--- src/esd_pkg.sv ---
// ----------------------------------------------------------------------------
// esd_pkg
// Shared types, constants and helper functions for the escape sequence decoder.
// ----------------------------------------------------------------------------
package esd_pkg;

	// Field widths.
	localparam int unsigned CodeW  = 21;
	localparam int unsigned ValW   = 9;
	localparam int unsigned CntW   = 2;

	// Character codes that the decoder recognizes.
	localparam logic [CodeW-1:0] CpBackslash = 21'h00005C;
	localparam logic [CodeW-1:0] CpLowerX    = 21'h000078;
	localparam logic [CodeW-1:0] CpAsciiEnd  = 21'h000080;

	// Decoder mode.
	typedef enum logic [1:0] {
		MODE_PLAIN = 2'd0,
		MODE_ESC   = 2'd1,
		MODE_OCT   = 2'd2,
		MODE_HEX   = 2'd3
	} mode_t;

	// Result status codes.
	typedef enum logic [1:0] {
		ST_OK        = 2'd0,
		ST_BAD_HEX   = 2'd1,
		ST_NON_ASCII = 2'd2
	} status_t;

	// Decoder state carried from one item to the next.
	typedef struct packed {
		mode_t             mode;
		logic [CntW-1:0]   cnt;
		logic [ValW-1:0]   val;
		status_t           err;
		logic              raw;
		logic              start;
	} dec_state_t;

	// One result item.
	typedef struct packed {
		logic [CodeW-1:0]  code;
		logic              eos;
		status_t           status;
	} result_t;

	// Results caused by one input item: a count of zero to two and the items.
	typedef struct packed {
		logic [1:0]        n;
		result_t           r0;
		result_t           r1;
	} dec_out_t;

	// Hex digit value: bit 4 is set when the code point is a hex digit.
	function automatic logic [4:0] hex_digit(input logic [CodeW-1:0] cp);
		logic [4:0] h;
		h = 5'd0;
		if (cp >= 21'h30 && cp <= 21'h39) begin
			h = {1'b1, cp[3:0]};
		end else if ((cp >= 21'h41 && cp <= 21'h46) || (cp >= 21'h61 && cp <= 21'h66)) begin
			h = {1'b1, 4'(cp[3:0] + 4'd9)};
		end
		return h;
	endfunction

endpackage

--- src/esd_if.sv ---
// ----------------------------------------------------------------------------
// esd_in_if / esd_out_if
// Valid/ready channels for code points in and decoded results out.
// ----------------------------------------------------------------------------
interface esd_in_if;
	logic        valid;
	logic        ready;
	logic [20:0] code_point;
	logic        last;
	logic        raw;

	modport source (output valid, output code_point, output last, output raw, input ready);
	modport sink   (input valid, input code_point, input last, input raw, output ready);
endinterface

interface esd_out_if;
	logic        valid;
	logic        ready;
	logic [20:0] out_code;
	logic        end_of_string;
	logic [1:0]  status;

	modport source (output valid, output out_code, output end_of_string, output status,
		input ready);
	modport sink   (input valid, input out_code, input end_of_string, input status,
		output ready);
endinterface

--- src/escape_sequence_decoder_core.sv ---
// A result is written to the result queue and offered from the queue head.
// Throughput: one code point per cycle while input ready is high; an escape that yields
// two results is absorbed by the four-entry result queue.
// Input ready depends only on the queue fill (room for two results), never on output ready.
// Reset (arst_n low) empties the queue and sets the decoder to the start of a new string.
// ----------------------------------------------------------------------------
// escape_sequence_decoder_core
// Decodes C-style backslash escapes in a stream of code points, one per cycle while ready.
// ----------------------------------------------------------------------------
module escape_sequence_decoder_core
	import esd_pkg::*;
(
	input  logic           clk,
	input  logic           arst_n,
	esd_in_if.sink         din,
	esd_out_if.source      dout
);

	localparam int unsigned QDepth = 4;

	dec_state_t  st_q;
	dec_state_t  nxt;
	dec_out_t    res;
	result_t     queue_q [QDepth];
	logic [1:0]  wr_q;
	logic [1:0]  rd_q;
	logic [2:0]  count_q;
	logic        acc;
	logic        pop;
	logic [1:0]  push_n;

	esd_decode u_decode (
		.st         (st_q),
		.code_point (din.code_point),
		.last       (din.last),
		.raw        (din.raw),
		.nxt        (nxt),
		.res        (res)
	);

	// Handshake: accept while the queue has room for two results.
	assign din.ready = (count_q <= 3'd2);
	assign acc       = din.valid && din.ready;
	assign pop       = dout.valid && dout.ready;
	assign push_n    = acc ? res.n : 2'd0;

	// Decoder state register.
	always_ff @(posedge clk or negedge arst_n) begin
		if (!arst_n) begin
			st_q <= '{mode: MODE_PLAIN, cnt: '0, val: '0, err: ST_OK, raw: 1'b0,
				start: 1'b1};
		end else if (acc) begin
			st_q <= nxt;
		end
	end

	// Result queue pointers and fill count.
	always_ff @(posedge clk or negedge arst_n) begin
		if (!arst_n) begin
			wr_q    <= '0;
			rd_q    <= '0;
			count_q <= '0;
		end else begin
			wr_q    <= wr_q + push_n;
			rd_q    <= rd_q + 2'(pop);
			count_q <= count_q + 3'(push_n) - 3'(pop);
		end
	end

	// Result queue payload.
	always_ff @(posedge clk) begin
		if (push_n != 2'd0) begin
			queue_q[wr_q] <= res.r0;
		end
		if (push_n == 2'd2) begin
			queue_q[wr_q + 2'd1] <= res.r1;
		end
	end

	// Output transfer from the queue head.
	assign dout.valid         = (count_q != 3'd0);
	assign dout.out_code      = queue_q[rd_q].code;
	assign dout.end_of_string = queue_q[rd_q].eos;
	assign dout.status        = queue_q[rd_q].status;

	// The fill count never exceeds the queue depth.
	a_count_bound: assert property (@(posedge clk) disable iff (!arst_n)
		count_q <= 3'(QDepth))
		else $error("result queue overflow");

	// The fill count tracks pushes and pops exactly.
	a_count_track: assert property (@(posedge clk) disable iff (!arst_n)
		1'b1 |=> count_q == $past(count_q) + 3'($past(push_n)) - 3'($past(pop)))
		else $error("result queue count mismatch");

	// The last item of a string always returns the decoder to string start.
	a_last_restart: assert property (@(posedge clk) disable iff (!arst_n)
		acc && din.last |=> st_q.start && st_q.err == ST_OK && st_q.mode == MODE_PLAIN)
		else $error("decoder did not restart after end of string");

	// A raw string never records an error status and never leaves plain mode.
	a_raw_no_error: assert property (@(posedge clk) disable iff (!arst_n)
		!st_q.start && st_q.raw |-> st_q.err == ST_OK && st_q.mode == MODE_PLAIN)
		else $error("raw string entered escape or error state");

endmodule

--- src/esd_decode.sv ---
// ----------------------------------------------------------------------------
// esd_decode
// Combinational decode of one code point against the current decoder state.
// ----------------------------------------------------------------------------
module esd_decode
	import esd_pkg::*;
(
	input  dec_state_t       st,
	input  logic [CodeW-1:0] code_point,
	input  logic             last,
	input  logic             raw,
	output dec_state_t       nxt,
	output dec_out_t         res
);

	dec_state_t       cur;
	logic             ctl_hit;
	logic [6:0]       ctl_code;
	logic             is_oct;
	logic [4:0]       hx;
	logic [ValW-1:0]  oct_val;

	// Control escapes that map straight to a single code.
	always_comb begin
		ctl_hit  = 1'b1;
		ctl_code = 7'd0;
		case (code_point)
			21'h61:  ctl_code = 7'd7;
			21'h62:  ctl_code = 7'd8;
			21'h66:  ctl_code = 7'd12;
			21'h6E:  ctl_code = 7'd10;
			21'h72:  ctl_code = 7'd13;
			21'h74:  ctl_code = 7'd9;
			21'h76:  ctl_code = 7'd11;
			21'h5C:  ctl_code = 7'h5C;
			default: ctl_hit  = 1'b0;
		endcase
	end

	assign is_oct  = code_point inside {[21'h30:21'h37]};
	assign hx      = hex_digit(code_point);
	assign oct_val = {cur.val[ValW-4:0], code_point[2:0]};

	// Main decode: next state and up to two results.
	always_comb begin
		cur = st;
		if (st.start) begin
			cur.raw  = raw;
			cur.mode = MODE_PLAIN;
			cur.cnt  = '0;
			cur.val  = '0;
			cur.err  = ST_OK;
		end
		nxt   = cur;
		res.n  = 2'd0;
		res.r0 = '{code: '0, eos: 1'b0, status: ST_OK};
		res.r1 = '{code: '0, eos: 1'b0, status: ST_OK};

		if (cur.err != ST_OK) begin
			// Discarding the rest of a failed string; the last item repeats the error.
			if (last) begin
				res.n  = 2'd1;
				res.r0 = '{code: '0, eos: 1'b1, status: cur.err};
			end
		end else if (cur.raw) begin
			res.n  = 2'd1;
			res.r0 = '{code: code_point, eos: last, status: ST_OK};
		end else begin
			case (cur.mode)
				MODE_ESC: begin
					nxt.mode = MODE_PLAIN;
					if (ctl_hit) begin
						res.n  = 2'd1;
						res.r0 = '{code: CodeW'(ctl_code), eos: last, status: ST_OK};
					end else if (is_oct) begin
						nxt.val = ValW'(code_point[2:0]);
						nxt.cnt = CntW'(1);
						if (last) begin
							res.n  = 2'd1;
							res.r0 = '{code: CodeW'(code_point[2:0]), eos: 1'b1,
								status: ST_OK};
						end else begin
							nxt.mode = MODE_OCT;
						end
					end else if (code_point == CpLowerX) begin
						if (last) begin
							nxt.err = ST_BAD_HEX;
							res.n   = 2'd1;
							res.r0  = '{code: '0, eos: 1'b1, status: ST_BAD_HEX};
						end else begin
							nxt.mode = MODE_HEX;
							nxt.cnt  = '0;
							nxt.val  = '0;
						end
					end else if (code_point >= CpAsciiEnd) begin
						nxt.err = ST_NON_ASCII;
						res.n   = 2'd1;
						res.r0  = '{code: '0, eos: last, status: ST_NON_ASCII};
					end else begin
						// Unknown escape: backslash, then the character itself.
						res.n  = 2'd2;
						res.r0 = '{code: CpBackslash, eos: 1'b0, status: ST_OK};
						res.r1 = '{code: code_point, eos: last, status: ST_OK};
					end
				end
				MODE_OCT: begin
					if (is_oct) begin
						nxt.val = oct_val;
						nxt.cnt = cur.cnt + CntW'(1);
						if (cur.cnt == CntW'(2) || last) begin
							res.n    = 2'd1;
							res.r0   = '{code: CodeW'(oct_val), eos: last, status: ST_OK};
							nxt.mode = MODE_PLAIN;
						end
					end else begin
						// The octal run ends; the character is then plain text, or a backslash starts a new escape.
						res.r0   = '{code: CodeW'(cur.val), eos: 1'b0, status: ST_OK};
						nxt.mode = MODE_PLAIN;
						if (code_point == CpBackslash && !last) begin
							res.n    = 2'd1;
							nxt.mode = MODE_ESC;
						end else begin
							res.n  = 2'd2;
							res.r1 = '{code: code_point, eos: last, status: ST_OK};
						end
					end
				end
				MODE_HEX: begin
					if (!hx[4] || (cur.cnt == '0 && last)) begin
						nxt.err  = ST_BAD_HEX;
						nxt.mode = MODE_PLAIN;
						res.n    = 2'd1;
						res.r0   = '{code: '0, eos: last, status: ST_BAD_HEX};
					end else if (cur.cnt == '0) begin
						nxt.val = ValW'(hx[3:0]);
						nxt.cnt = CntW'(1);
					end else begin
						res.n    = 2'd1;
						res.r0   = '{code: CodeW'({cur.val[3:0], hx[3:0]}), eos: last,
							status: ST_OK};
						nxt.mode = MODE_PLAIN;
					end
				end
				default: begin
					if (code_point == CpBackslash && !last) begin
						nxt.mode = MODE_ESC;
					end else begin
						res.n  = 2'd1;
						res.r0 = '{code: code_point, eos: last, status: ST_OK};
					end
				end
			endcase
		end

		// The end of a string returns the state to its start values.
		if (last) begin
			nxt.mode  = MODE_PLAIN;
			nxt.cnt   = '0;
			nxt.val   = '0;
			nxt.err   = ST_OK;
			nxt.start = 1'b1;
		end else begin
			nxt.start = 1'b0;
		end
	end

endmodule
--- src/flat_wrapper.sv ---
// flat-port wrapper written by rule: the top's interface ports become plain ports
module escape_sequence_decoder_core_flat import esd_pkg::*;
  (clk, arst_n, din_valid, din_code_point, din_last, din_raw, din_ready, dout_valid, dout_out_code, dout_end_of_string, dout_status, dout_ready);
  esd_in_if din_i ();
  esd_out_if dout_i ();
  input  logic clk;
  input  logic arst_n;
  input wire logic [$bits(din_i.valid)-1:0] din_valid;
  input wire logic [$bits(din_i.code_point)-1:0] din_code_point;
  input wire logic [$bits(din_i.last)-1:0] din_last;
  input wire logic [$bits(din_i.raw)-1:0] din_raw;
  output wire logic [$bits(din_i.ready)-1:0] din_ready;
  output wire logic [$bits(dout_i.valid)-1:0] dout_valid;
  output wire logic [$bits(dout_i.out_code)-1:0] dout_out_code;
  output wire logic [$bits(dout_i.end_of_string)-1:0] dout_end_of_string;
  output wire logic [$bits(dout_i.status)-1:0] dout_status;
  input wire logic [$bits(dout_i.ready)-1:0] dout_ready;
  assign din_i.valid = din_valid;
  assign din_i.code_point = din_code_point;
  assign din_i.last = din_last;
  assign din_i.raw = din_raw;
  assign din_ready = din_i.ready;
  assign dout_valid = dout_i.valid;
  assign dout_out_code = dout_i.out_code;
  assign dout_end_of_string = dout_i.end_of_string;
  assign dout_status = dout_i.status;
  assign dout_i.ready = dout_ready;
  escape_sequence_decoder_core u_core (.clk(clk), .arst_n(arst_n), .din(din_i), .dout(dout_i));
endmodule
--- config.mk ---
export PLATFORM = sky130hd
export DESIGN_NAME = escape_sequence_decoder_core_flat
export DESIGN_NICKNAME = d
export VERILOG_FILES = /design/src/esd_pkg.sv /design/src/esd_if.sv /design/src/escape_sequence_decoder_core.sv /design/src/esd_decode.sv /design/src/flat_wrapper.sv
export SDC_FILE = /design/constraint.sdc
export NUM_CORES = 1
export LEC_CHECK = 0
export BUFFER_PORTS_ARGS = -buffer_cell sky130_fd_sc_hd__buf_2
export CAP_MARGIN = 10
export CORE_ASPECT_RATIO = 2
export CORE_MARGIN = 5
export CORE_UTILIZATION = 55
export DETAILED_ROUTE_END_ITERATION = 8
export PLACE_DENSITY = 0.74
export SKIP_LAST_GASP = 1
export SYNTH_ARGS = -nofsm -noshare
export SYNTH_HDL_FRONTEND = slang
export SYNTH_SLANG_ARGS = --single-unit
--- constraint.sdc ---
create_clock -name clk -period 4.93 [get_ports clk]
set_input_delay 0.493 -clock clk [delete_from_list [all_inputs] [get_ports clk]]
set_output_delay 0.493 -clock clk [all_outputs]
set_load 0.01 [all_outputs]
* Yosys cells after proc, flatten, opt, wreduce, memory -nomap -nowiden
Memories as Yosys holds them, arrays and structs flattened.
Index checks and enable logic that the tools add are counted.
** Word-level totals
- RAM bits :: 96
- Memories kept :: 1
- Register bits :: 24
- Logic and storage cells :: 116
- ROM bits :: 0
- Latch bits :: 0
** Memory list
- u_core.queue_q :: depth 4, width 24, read ports 1, clocked after Yosys merged registers in 0, wr ports 2, RTL line escape_sequence_decoder_core.sv:24 : result_t queue_q [QDepth];
** Cells by class
- Reductions and logical operators :: 18
- Bitwise gates (word level) :: 0
- Divide/modulo/power cells :: 0
- $mul :: 0
- Shifts and indexed selects :: 0
- Magnitude comparators :: 9
- Multiplexer cells :: 58
- Add/subtract/negate cells :: 7
- Equality and inequality tests :: 14
** Operator list (count)
- $mux 24 :: 8
- $eq 21x7->1 const B :: 9
- $mux 26 :: 7
- $mux 25 :: 7
- $pmux 26 s3 :: 1
- $mux 15 :: 4
- $pmux 7 s8 :: 1
- $pmux 24 s2 :: 1
- $ge 21x7->1 const B :: 2
- $le 21x6->1 const B :: 2
- $le 21x7->1 const B :: 2
- $mux 11 :: 3
- $pmux 11 s3 :: 1
- $mux 13 :: 2
- $mux 2 :: 11
- $ge 21x6->1 const B :: 1
- $ge 21x8->1 const B :: 1
- $mux 16 :: 1
- $mux 5 :: 2
- $eq 2x2->1 const B :: 4
- $logic_and 1x1->1 :: 8
- $reduce_or 8->1 :: 1
- $mux 1 :: 7
- $pmux 2 s3 :: 1
- 14 further kinds :: 19

* Logic depth before layout (Yosys ltp)
Gate-level depths: netlist of run 1.
- Depth after elaboration :: 15
- Mapped depth :: 17
- Depth with buffers taken out :: 14

* Hierarchy
A second synthesis of run 1 with hierarchy kept.
** Second synthesis, totals
- Cell total of the unflattened synthesis :: 672
- Area total of the unflattened synthesis :: 8132.8 sq um
** Modules (own cells, without submodules)
- escape_sequence_decoder_core :: times used 1, cells each 317, area an instance 5879.4 sq um
- esd_decode :: times used 1, cells each 355, area an instance 2253.4 sq um

* Least setup slack after synthesis of run 1
No wires, ideal clock.
- Path type :: reg2reg
- Start point :: reg u_core.st_q[0] (netlist name)
- End point :: mem u_core.queue_q[0][10] (netlist name) (enable)
- Required time :: 4551 ps
- Path buffers :: 4
- Data arrival time :: 3176 ps
- Path slack :: 1375 ps
- Cell stages (with the launch flop) :: 15
- Cells stage by stage :: dfstp_2 -> buf_2 -> inv_1 -> clkbuf_1 -> nand2_1 -> ha_1 -> or2_2 -> clkbuf_1 -> nand3_1 -> o41ai_1 -> o31ai_4 -> o211ai_4 -> buf_6 -> o21ai_4 -> nand2_1
** RTL lines
- start: declaration :: RTL line escape_sequence_decoder_core.sv:21 : dec_state_t st_q;
- start signal: assignment :: RTL line escape_sequence_decoder_core.sv:50 : st_q <= '{mode: MODE_PLAIN, cnt: '0, val: '0, err: ST_OK, raw: 1'b0,
- start signal: assignment :: RTL line escape_sequence_decoder_core.sv:53 : st_q <= nxt;
- end: declaration :: RTL line escape_sequence_decoder_core.sv:24

==> impl_metrics.tcl, run 1 <==
set metrics [dict create \
    antenna_found_initial 0 \
    fin_hold_ws_ns 0.08241 \
    die-area_sq_um 16280 \
    max-slew-margin-rel_pct 26.51 \
    rows 60 \
    leakage_nw 3.061 \
    yosysUniqueCellTypes 87 \
    synthesis.instances 695 \
    clock-sinks 120 \
    ys_seq_area_share_pct 45.19 \
    powerDensity_nw_per_um2 427.1 \
    syn_area_per_cell_sq_um 10.84 \
    synth_area_leader_cell "edfxtp_1" \
    worstMarginPinSlew_ns 1.089 \
    gp_congestion 1.019 \
    endpoint_kind "flip-flop" \
    cts_root_buffer "clkbuf_16" \
    cp_slowest_cell "nand4_1" \
    worstSetupPathType "flip-flop to flip-flop" \
    path_clk_slew_ns 0.06 \
    worst-path-buf-inv 3 \
    synth_common_cells "88 x edfxtp_1, 73 x nand2_1, 41 x o22ai_1, 39 x a21boi_0, 34 x o21ai_0" \
    synth-edff-count 88 \
    finClkSkew_ns 0.009988 \
    grtUsageTotal_pct 30.23 \
    grt_max_degree 26 \
    path_delay_family "simple AND/OR/NAND/NOR gates" \
    wl_mm 23.89 \
    crit_top_cell "buf_4" \
    required_ns 5.15 \
    setup-violations-final 0 \
    peakVddDrop_mv 0.2741 \
    post_cts_buffers 0 \
    grt_pass1_vias 6629 \
    finalHoldViolCount 0 \
    tns_ns 0 \
    drc_errors 0 \
    first_pass_iters 6 \
    h-tree-depth 4 \
    finalCriticalPeriod_ns 4.005 \
    clk_path_buf_depth 2 \
    synth.area.top_cells "edfxtp_1 35%, dfrtp_1 7.6%, mux4_2 7.2%" \
    dieHeight_um 175.5 \
    nets 779 \
    dpl.hpwl_mm 17.59 \
    syn_nets 738 \
    clk_latency_ns 0.42 \
    routed_via_density 7.084 \
    ys_ff_latch 120 \
    outcome "finished clean" \
    hold_path_class "input pin to asynchronous set/reset pin" \
    synth_ff_type "edfxtp_1" \
    diodes 0 \
    async_reset_ff_share_pct 20.00 \
    avgRoutedWirePerCell_um 26.43 \
    fmax_mhz 249.7 \
    grt_overflow 0 \
    ctsResizeCount 0 \
    cts_tree "yes" \
    final_layout_size_suffix_gt1_share_pct 21.76 \
    vias 6404 \
    max_cap_viol_count 0 \
    ant_nets 0 \
    worst-path-max-fanout 25 \
    grt_pass1_wl_mm 36.94 \
    floorplan.die.width_um 92.76 \
    yosys_warnings 0 \
    port_buffers 52 \
    slowest_delay_ns 0.57 \
    drv_slew 0 \
    rsz0062_at_grt "false" \
    cp-start-kind "flip-flop" \
    start_util_pct 56.06 \
    worst_ep_arrival_time_ns 4.23 \
    cts_buffers 17 \
    cts_hold_buf 0 \
    period_share_pct 81.23 \
    syn_to_final_growth_pct 12.16 \
    netlist_area_sq_um 7533 \
    drtIter0Drc 453 \
    path_cells "inv_1, nand2_1, ha_1, nand2b_1, buf_4, nor2_2, and2_1, buf_4, nand4_1, a21boi_0" \
    synth_most_common_cell "edfxtp_1" \
    ios 53 \
    netlist.area_leader.share_pct 35.08 \
    coreArea_sq_um 13440 \
]
==> cells in the final DEF (no fill, tap or decap), types with 8 or more instances in the layout <==
master and n:
clkbuf_16 17, mux4_2 24, inv_1 15, and2_1 8, nand3_1 25, dfxtp_1 8, nand2_1 73, dfrtp_1 23
edfxtp_1 88, nand4_1 11, nor3_1 15, buf_2 52, nor2_1 23, ha_1 15, a21boi_0 39, buf_4 20
o22ai_1 41, a31oi_1 8, a21boi_1 11, nor2b_1 8, a21oi_1 32, mux2i_1 10, o21ai_0 34
==> final timing paths <==
kind | startpoint | to | slack, ns | depth (start not counted)
worst min-delay path | arst_n | u_core.st_q[5]$_DFFE_PN0P_ | 0.08 | 1
worst min register to register | u_core.queue_q[1][0]$_SDFFE_PP0P_ | u_core.queue_q[1][0]$_SDFFE_PP0P_ | 0.48 | 2
min in group clk | din_raw | u_core.st_q[1]$_DFFE_PN0P_ | 0.34 | 2
max in group asynchronous | arst_n | u_core.wr_q[0]$_DFF_PN0_ | 4.42 | 1
worst max-delay path | u_core.st_q[0]$_DFFE_PN1P_ | u_core.queue_q[2][13]$_DFFE_PP_ | 0.93 | 10
worst max register to register | u_core.st_q[0]$_DFFE_PN1P_ | u_core.queue_q[2][13]$_DFFE_PP_ | 0.93 | 10
==> registers in the layout (all words and copies together) (netlist names) <==
name            flops
u_core.queue_q     96
u_core.rd_q         2
u_core.wr_q         2
u_core.st_q        17
u_core.count_q      3
==> layer usage <==
layer  routed length [um]  share of wire [%]  GRT usage, %  vias to the layer above
met1                 7560                 32         29.04                     3131
met2                13550                 57         57.56                      350
li1                     -                  -             -                     2812
met3                 1351                5.7         5.101                      111
met4                 1426                6.0         19.27                        0
met5                    0                  0             0                        -
==> power breakdown <==
group	switching, W	internal (W)	total (W)
clock	0.000502	0.000704	0.00121
sequential	0.0000660	0.00123	0.00129
combinational	0.000679	0.000431	0.00111
==> final cells by class <==
cell class / instances / area, sq um
Clock buffer: 17 / 425.4
Clock inverter: 15 / 143.9
Fill cell: 1049 / 4989
Inverter: 15 / 56.30
Multi-Input combinational cell: 510 / 3815
Sequential cell: 120 / 3405
Tap cell: 155 / 193.9
Timing Repair Buffer: 72 / 410.4
==> cell families (layout without fill, tap and decap cells) <==
kind of cell | count (synthesis) | in the layout | synth area share [%]
fa+ha+maj | 16 | 16 | 2.757
simple gates | 217 | 217 | 15.55
mux | 35 | 35 | 8.653
xor+xnor | 7 | 7 | 0.8138
buf+inv | 65 | 119 | 4.252
flops | 120 | 120 | 45.19
compound gates | 235 | 235 | 22.79
==> stage by stage <==
stage / total power, W / util, % / std cells / setup WS (ns) / area, sq um
2_1_floorplan: 0.002063 / - / 695 / 1.375 / 7533
3_3_place_gp: 0.002376 / 58.64 / 872 / 1.033 / 7880
3_5_place_dp: 0.002419 / 58.64 / 872 / 0.9664 / 7880
4_1_cts: 0.003622 / 62.88 / 904 / 1.021 / 8449
5_1_grt: 0.003761 / 62.88 / 904 / 0.7997 / 8449
6_report: 0.003609 / 62.88 / 904 / 0.9253 / 8449
No activity file was read; power rests on OpenSTA's default activity.
==> run 2: changes to the inputs <==
==> constraint.sdc (replaced) <==
create_clock -name clk -period 3.8 [get_ports clk]
set_input_delay 0.38 -clock clk [delete_from_list [all_inputs] [get_ports clk]]
set_output_delay 0.38 -clock clk [all_outputs]
set_load 0.01 [all_outputs]
==> impl_metrics.tcl, run 2 (synthesized netlist as in run 1, its figures left out) <==
set metrics [dict create \
    coreArea_sq_um 13440 \
    finalCriticalPeriod_ns 3.619 \
    vias 6521 \
    cts_root_buffer "clkbuf_16" \
    drc_errors 0 \
    finClkSkew_ns 0.01070 \
    nets 814 \
    required_ns 4.03 \
    grt_pass1_vias 6832 \
    gp_congestion 1.033 \
    powerDensity_nw_per_um2 536.0 \
    path_clk_slew_ns 0.06 \
    clk_latency_ns 0.42 \
    floorplan.die.width_um 92.76 \
    final.setup.worst_slack_ns 0.1809 \
    dieHeight_um 175.5 \
    pwr-share-comb_pct 32.1 \
    drv_slew 0 \
    post_cts_buffers 0 \
    finalHoldViolCount 0 \
    port_buffers 52 \
    p_switching_w 0.001622 \
    grt_pass1_wl_mm 36.96 \
    clk_path_buf_depth 2 \
    cts_tree "yes" \
    worst-path-max-fanout 12 \
    hold_path_class "input pin to flip-flop" \
    multi_input_area_sq_um 3809 \
    p_seq_share_pct 35.7 \
    drtIter0Drc 546 \
    ant_nets 0 \
    dp_cells 906 \
    dpl.hpwl_mm 18.46 \
    routed_via_density 6.945 \
    final_layout_size_suffix_gt1_share_pct 25.00 \
    wl_mm 24.42 \
    antenna_found_initial 0 \
    regMostFlops "u_core.queue_q" \
    register_area_sq_um 3405 \
    max_cap_viol_count 0 \
    power_w 0.004684 \
    worst_ep_arrival_time_ns 3.85 \
    max-slew-margin-rel_pct 38.05 \
    largest_reg_flops 96 \
    pwr-share-clk_pct 32.2 \
    period_share_pct 95.24 \
    ctsResizeCount 0 \
    cell_internal_pwr_w 0.003062 \
    setup-violations-final 0 \
    avgRoutedWirePerCell_um 26.01 \
    first_pass_iters 5 \
    leakage_nw 3.230 \
    rows 60 \
    ios 53 \
    layout_common_cells "88 x edfxtp_1, 73 x nand2_1, 52 x buf_2, 50 x buf_4, 41 x o22ai_1" \
    peakVddDrop_mv 0.4089 \
    dp_slack_ns 0.1771 \
    p_sw_share_pct 34.63 \
    worstMarginPinSlew_ns 0.9222 \
    grt_max_degree 26 \
    cts_buffers 17 \
    final.fill_count 1040 \
    cts_hold_buf 1 \
    outcome "finished clean" \
    die-area_sq_um 16280 \
    endpoint_kind "flip-flop" \
    final_common_cell "edfxtp_1" \
    grtUsageTotal_pct 30.33 \
    fmax_mhz 276.3 \
    grt_overflow 0 \
    final_cells 939 \
    rsz0062_at_grt "false" \
    start_util_pct 56.06 \
    syn_to_final_growth_pct 15.99 \
    reg_top3 "u_core.queue_q (96), u_core.st_q (17), u_core.count_q (3)" \
    h-tree-depth 4 \
    tns_ns 0 \
    clock-sinks 120 \
    cp-start-kind "flip-flop" \
    worstSetupPathType "flip-flop to flip-flop" \
    diodes 0 \
]
## run 2: changes by cell type in the layout (fill, tap and decap cells not counted), sizes merged
cell         change
inv              -1
clkinv           +2
clkinvlp         -1
bufinv           -1
clkbuf           +1
buf             +34
dlygate4sd3      +1
## run 2: power by group through the flow
stage	Clock, W	Combinational [W]	Sequential [W]
floorplan	0	0.00102	0.00165
global placement	0	0.00147	0.00169
detailed placement	0	0.00150	0.00170
CTS	0.00152	0.00151	0.00167
global route	0.00159	0.00160	0.00168
finish	0.00151	0.00150	0.00167
## run 2: worst paths after layout
check                                                       start                                end  slack (ns)  cells after the start
worst max-delay path                   u_core.st_q[0]$_DFFE_PN1P_    u_core.queue_q[3][21]$_DFFE_PP_        0.18                     10
worst min-delay path                                      din_raw         u_core.st_q[1]$_DFFE_PN0P_        0.22                      2
worst max register to register         u_core.st_q[0]$_DFFE_PN1P_    u_core.queue_q[3][21]$_DFFE_PP_        0.18                     10
worst min register to register  u_core.queue_q[0][1]$_SDFFE_PP0P_  u_core.queue_q[0][1]$_SDFFE_PP0P_        0.49                      2
max in group asynchronous                                  arst_n        u_core.count_q[2]$_DFF_PN0_        2.88                      2
min in group asynchronous                                  arst_n         u_core.st_q[4]$_DFFE_PN0P_        0.50                      2
## run 2: critical path: stages, from the launching register on
cell and delay [ns]:
dfstp_2 0.66, inv_1 0.20, nand2_1 0.26, ha_1 0.36, nand3_1 0.10, o41ai_1 0.58, buf_4 0.24, o31ai_4 0.06
o211ai_4 0.26, o211ai_2 0.35, a21boi_0 0.34
## run 2: area by class of cell
class | count | area share (%)
repair buffers | 107 | 8.305
inverters | 15 | 0.6443
multi-input cells | 510 | 43.59
flip-flops and latches | 120 | 38.96
well taps | 155 | 2.219
clock buffers | 18 | 4.911
clock inverters | 14 | 1.375
## run 2: metrics by stage
stage / utilization (%) / hold WS, ns / cell area [sq um]
final: 65.03 / 0.2194 / 8738
after global routing: 65.03 / 0.2335 / 8738
after CTS: 65.03 / 0.2174 / 8738
after detailed placement: 60.87 / 0.4161 / 8179
after global placement: 60.87 / 0.3998 / 8179
after floorplan: - / 0.08441 / 7533
## run 2: per-layer routing
layer	share of wire, %	vias up	GRT usage [%]
li1	-	2886	-
met1	31	3108	27.81
met4	8.9	0	23.43
met5	0	-	0
met2	54	386	57.35
met3	5.6	141	4.801
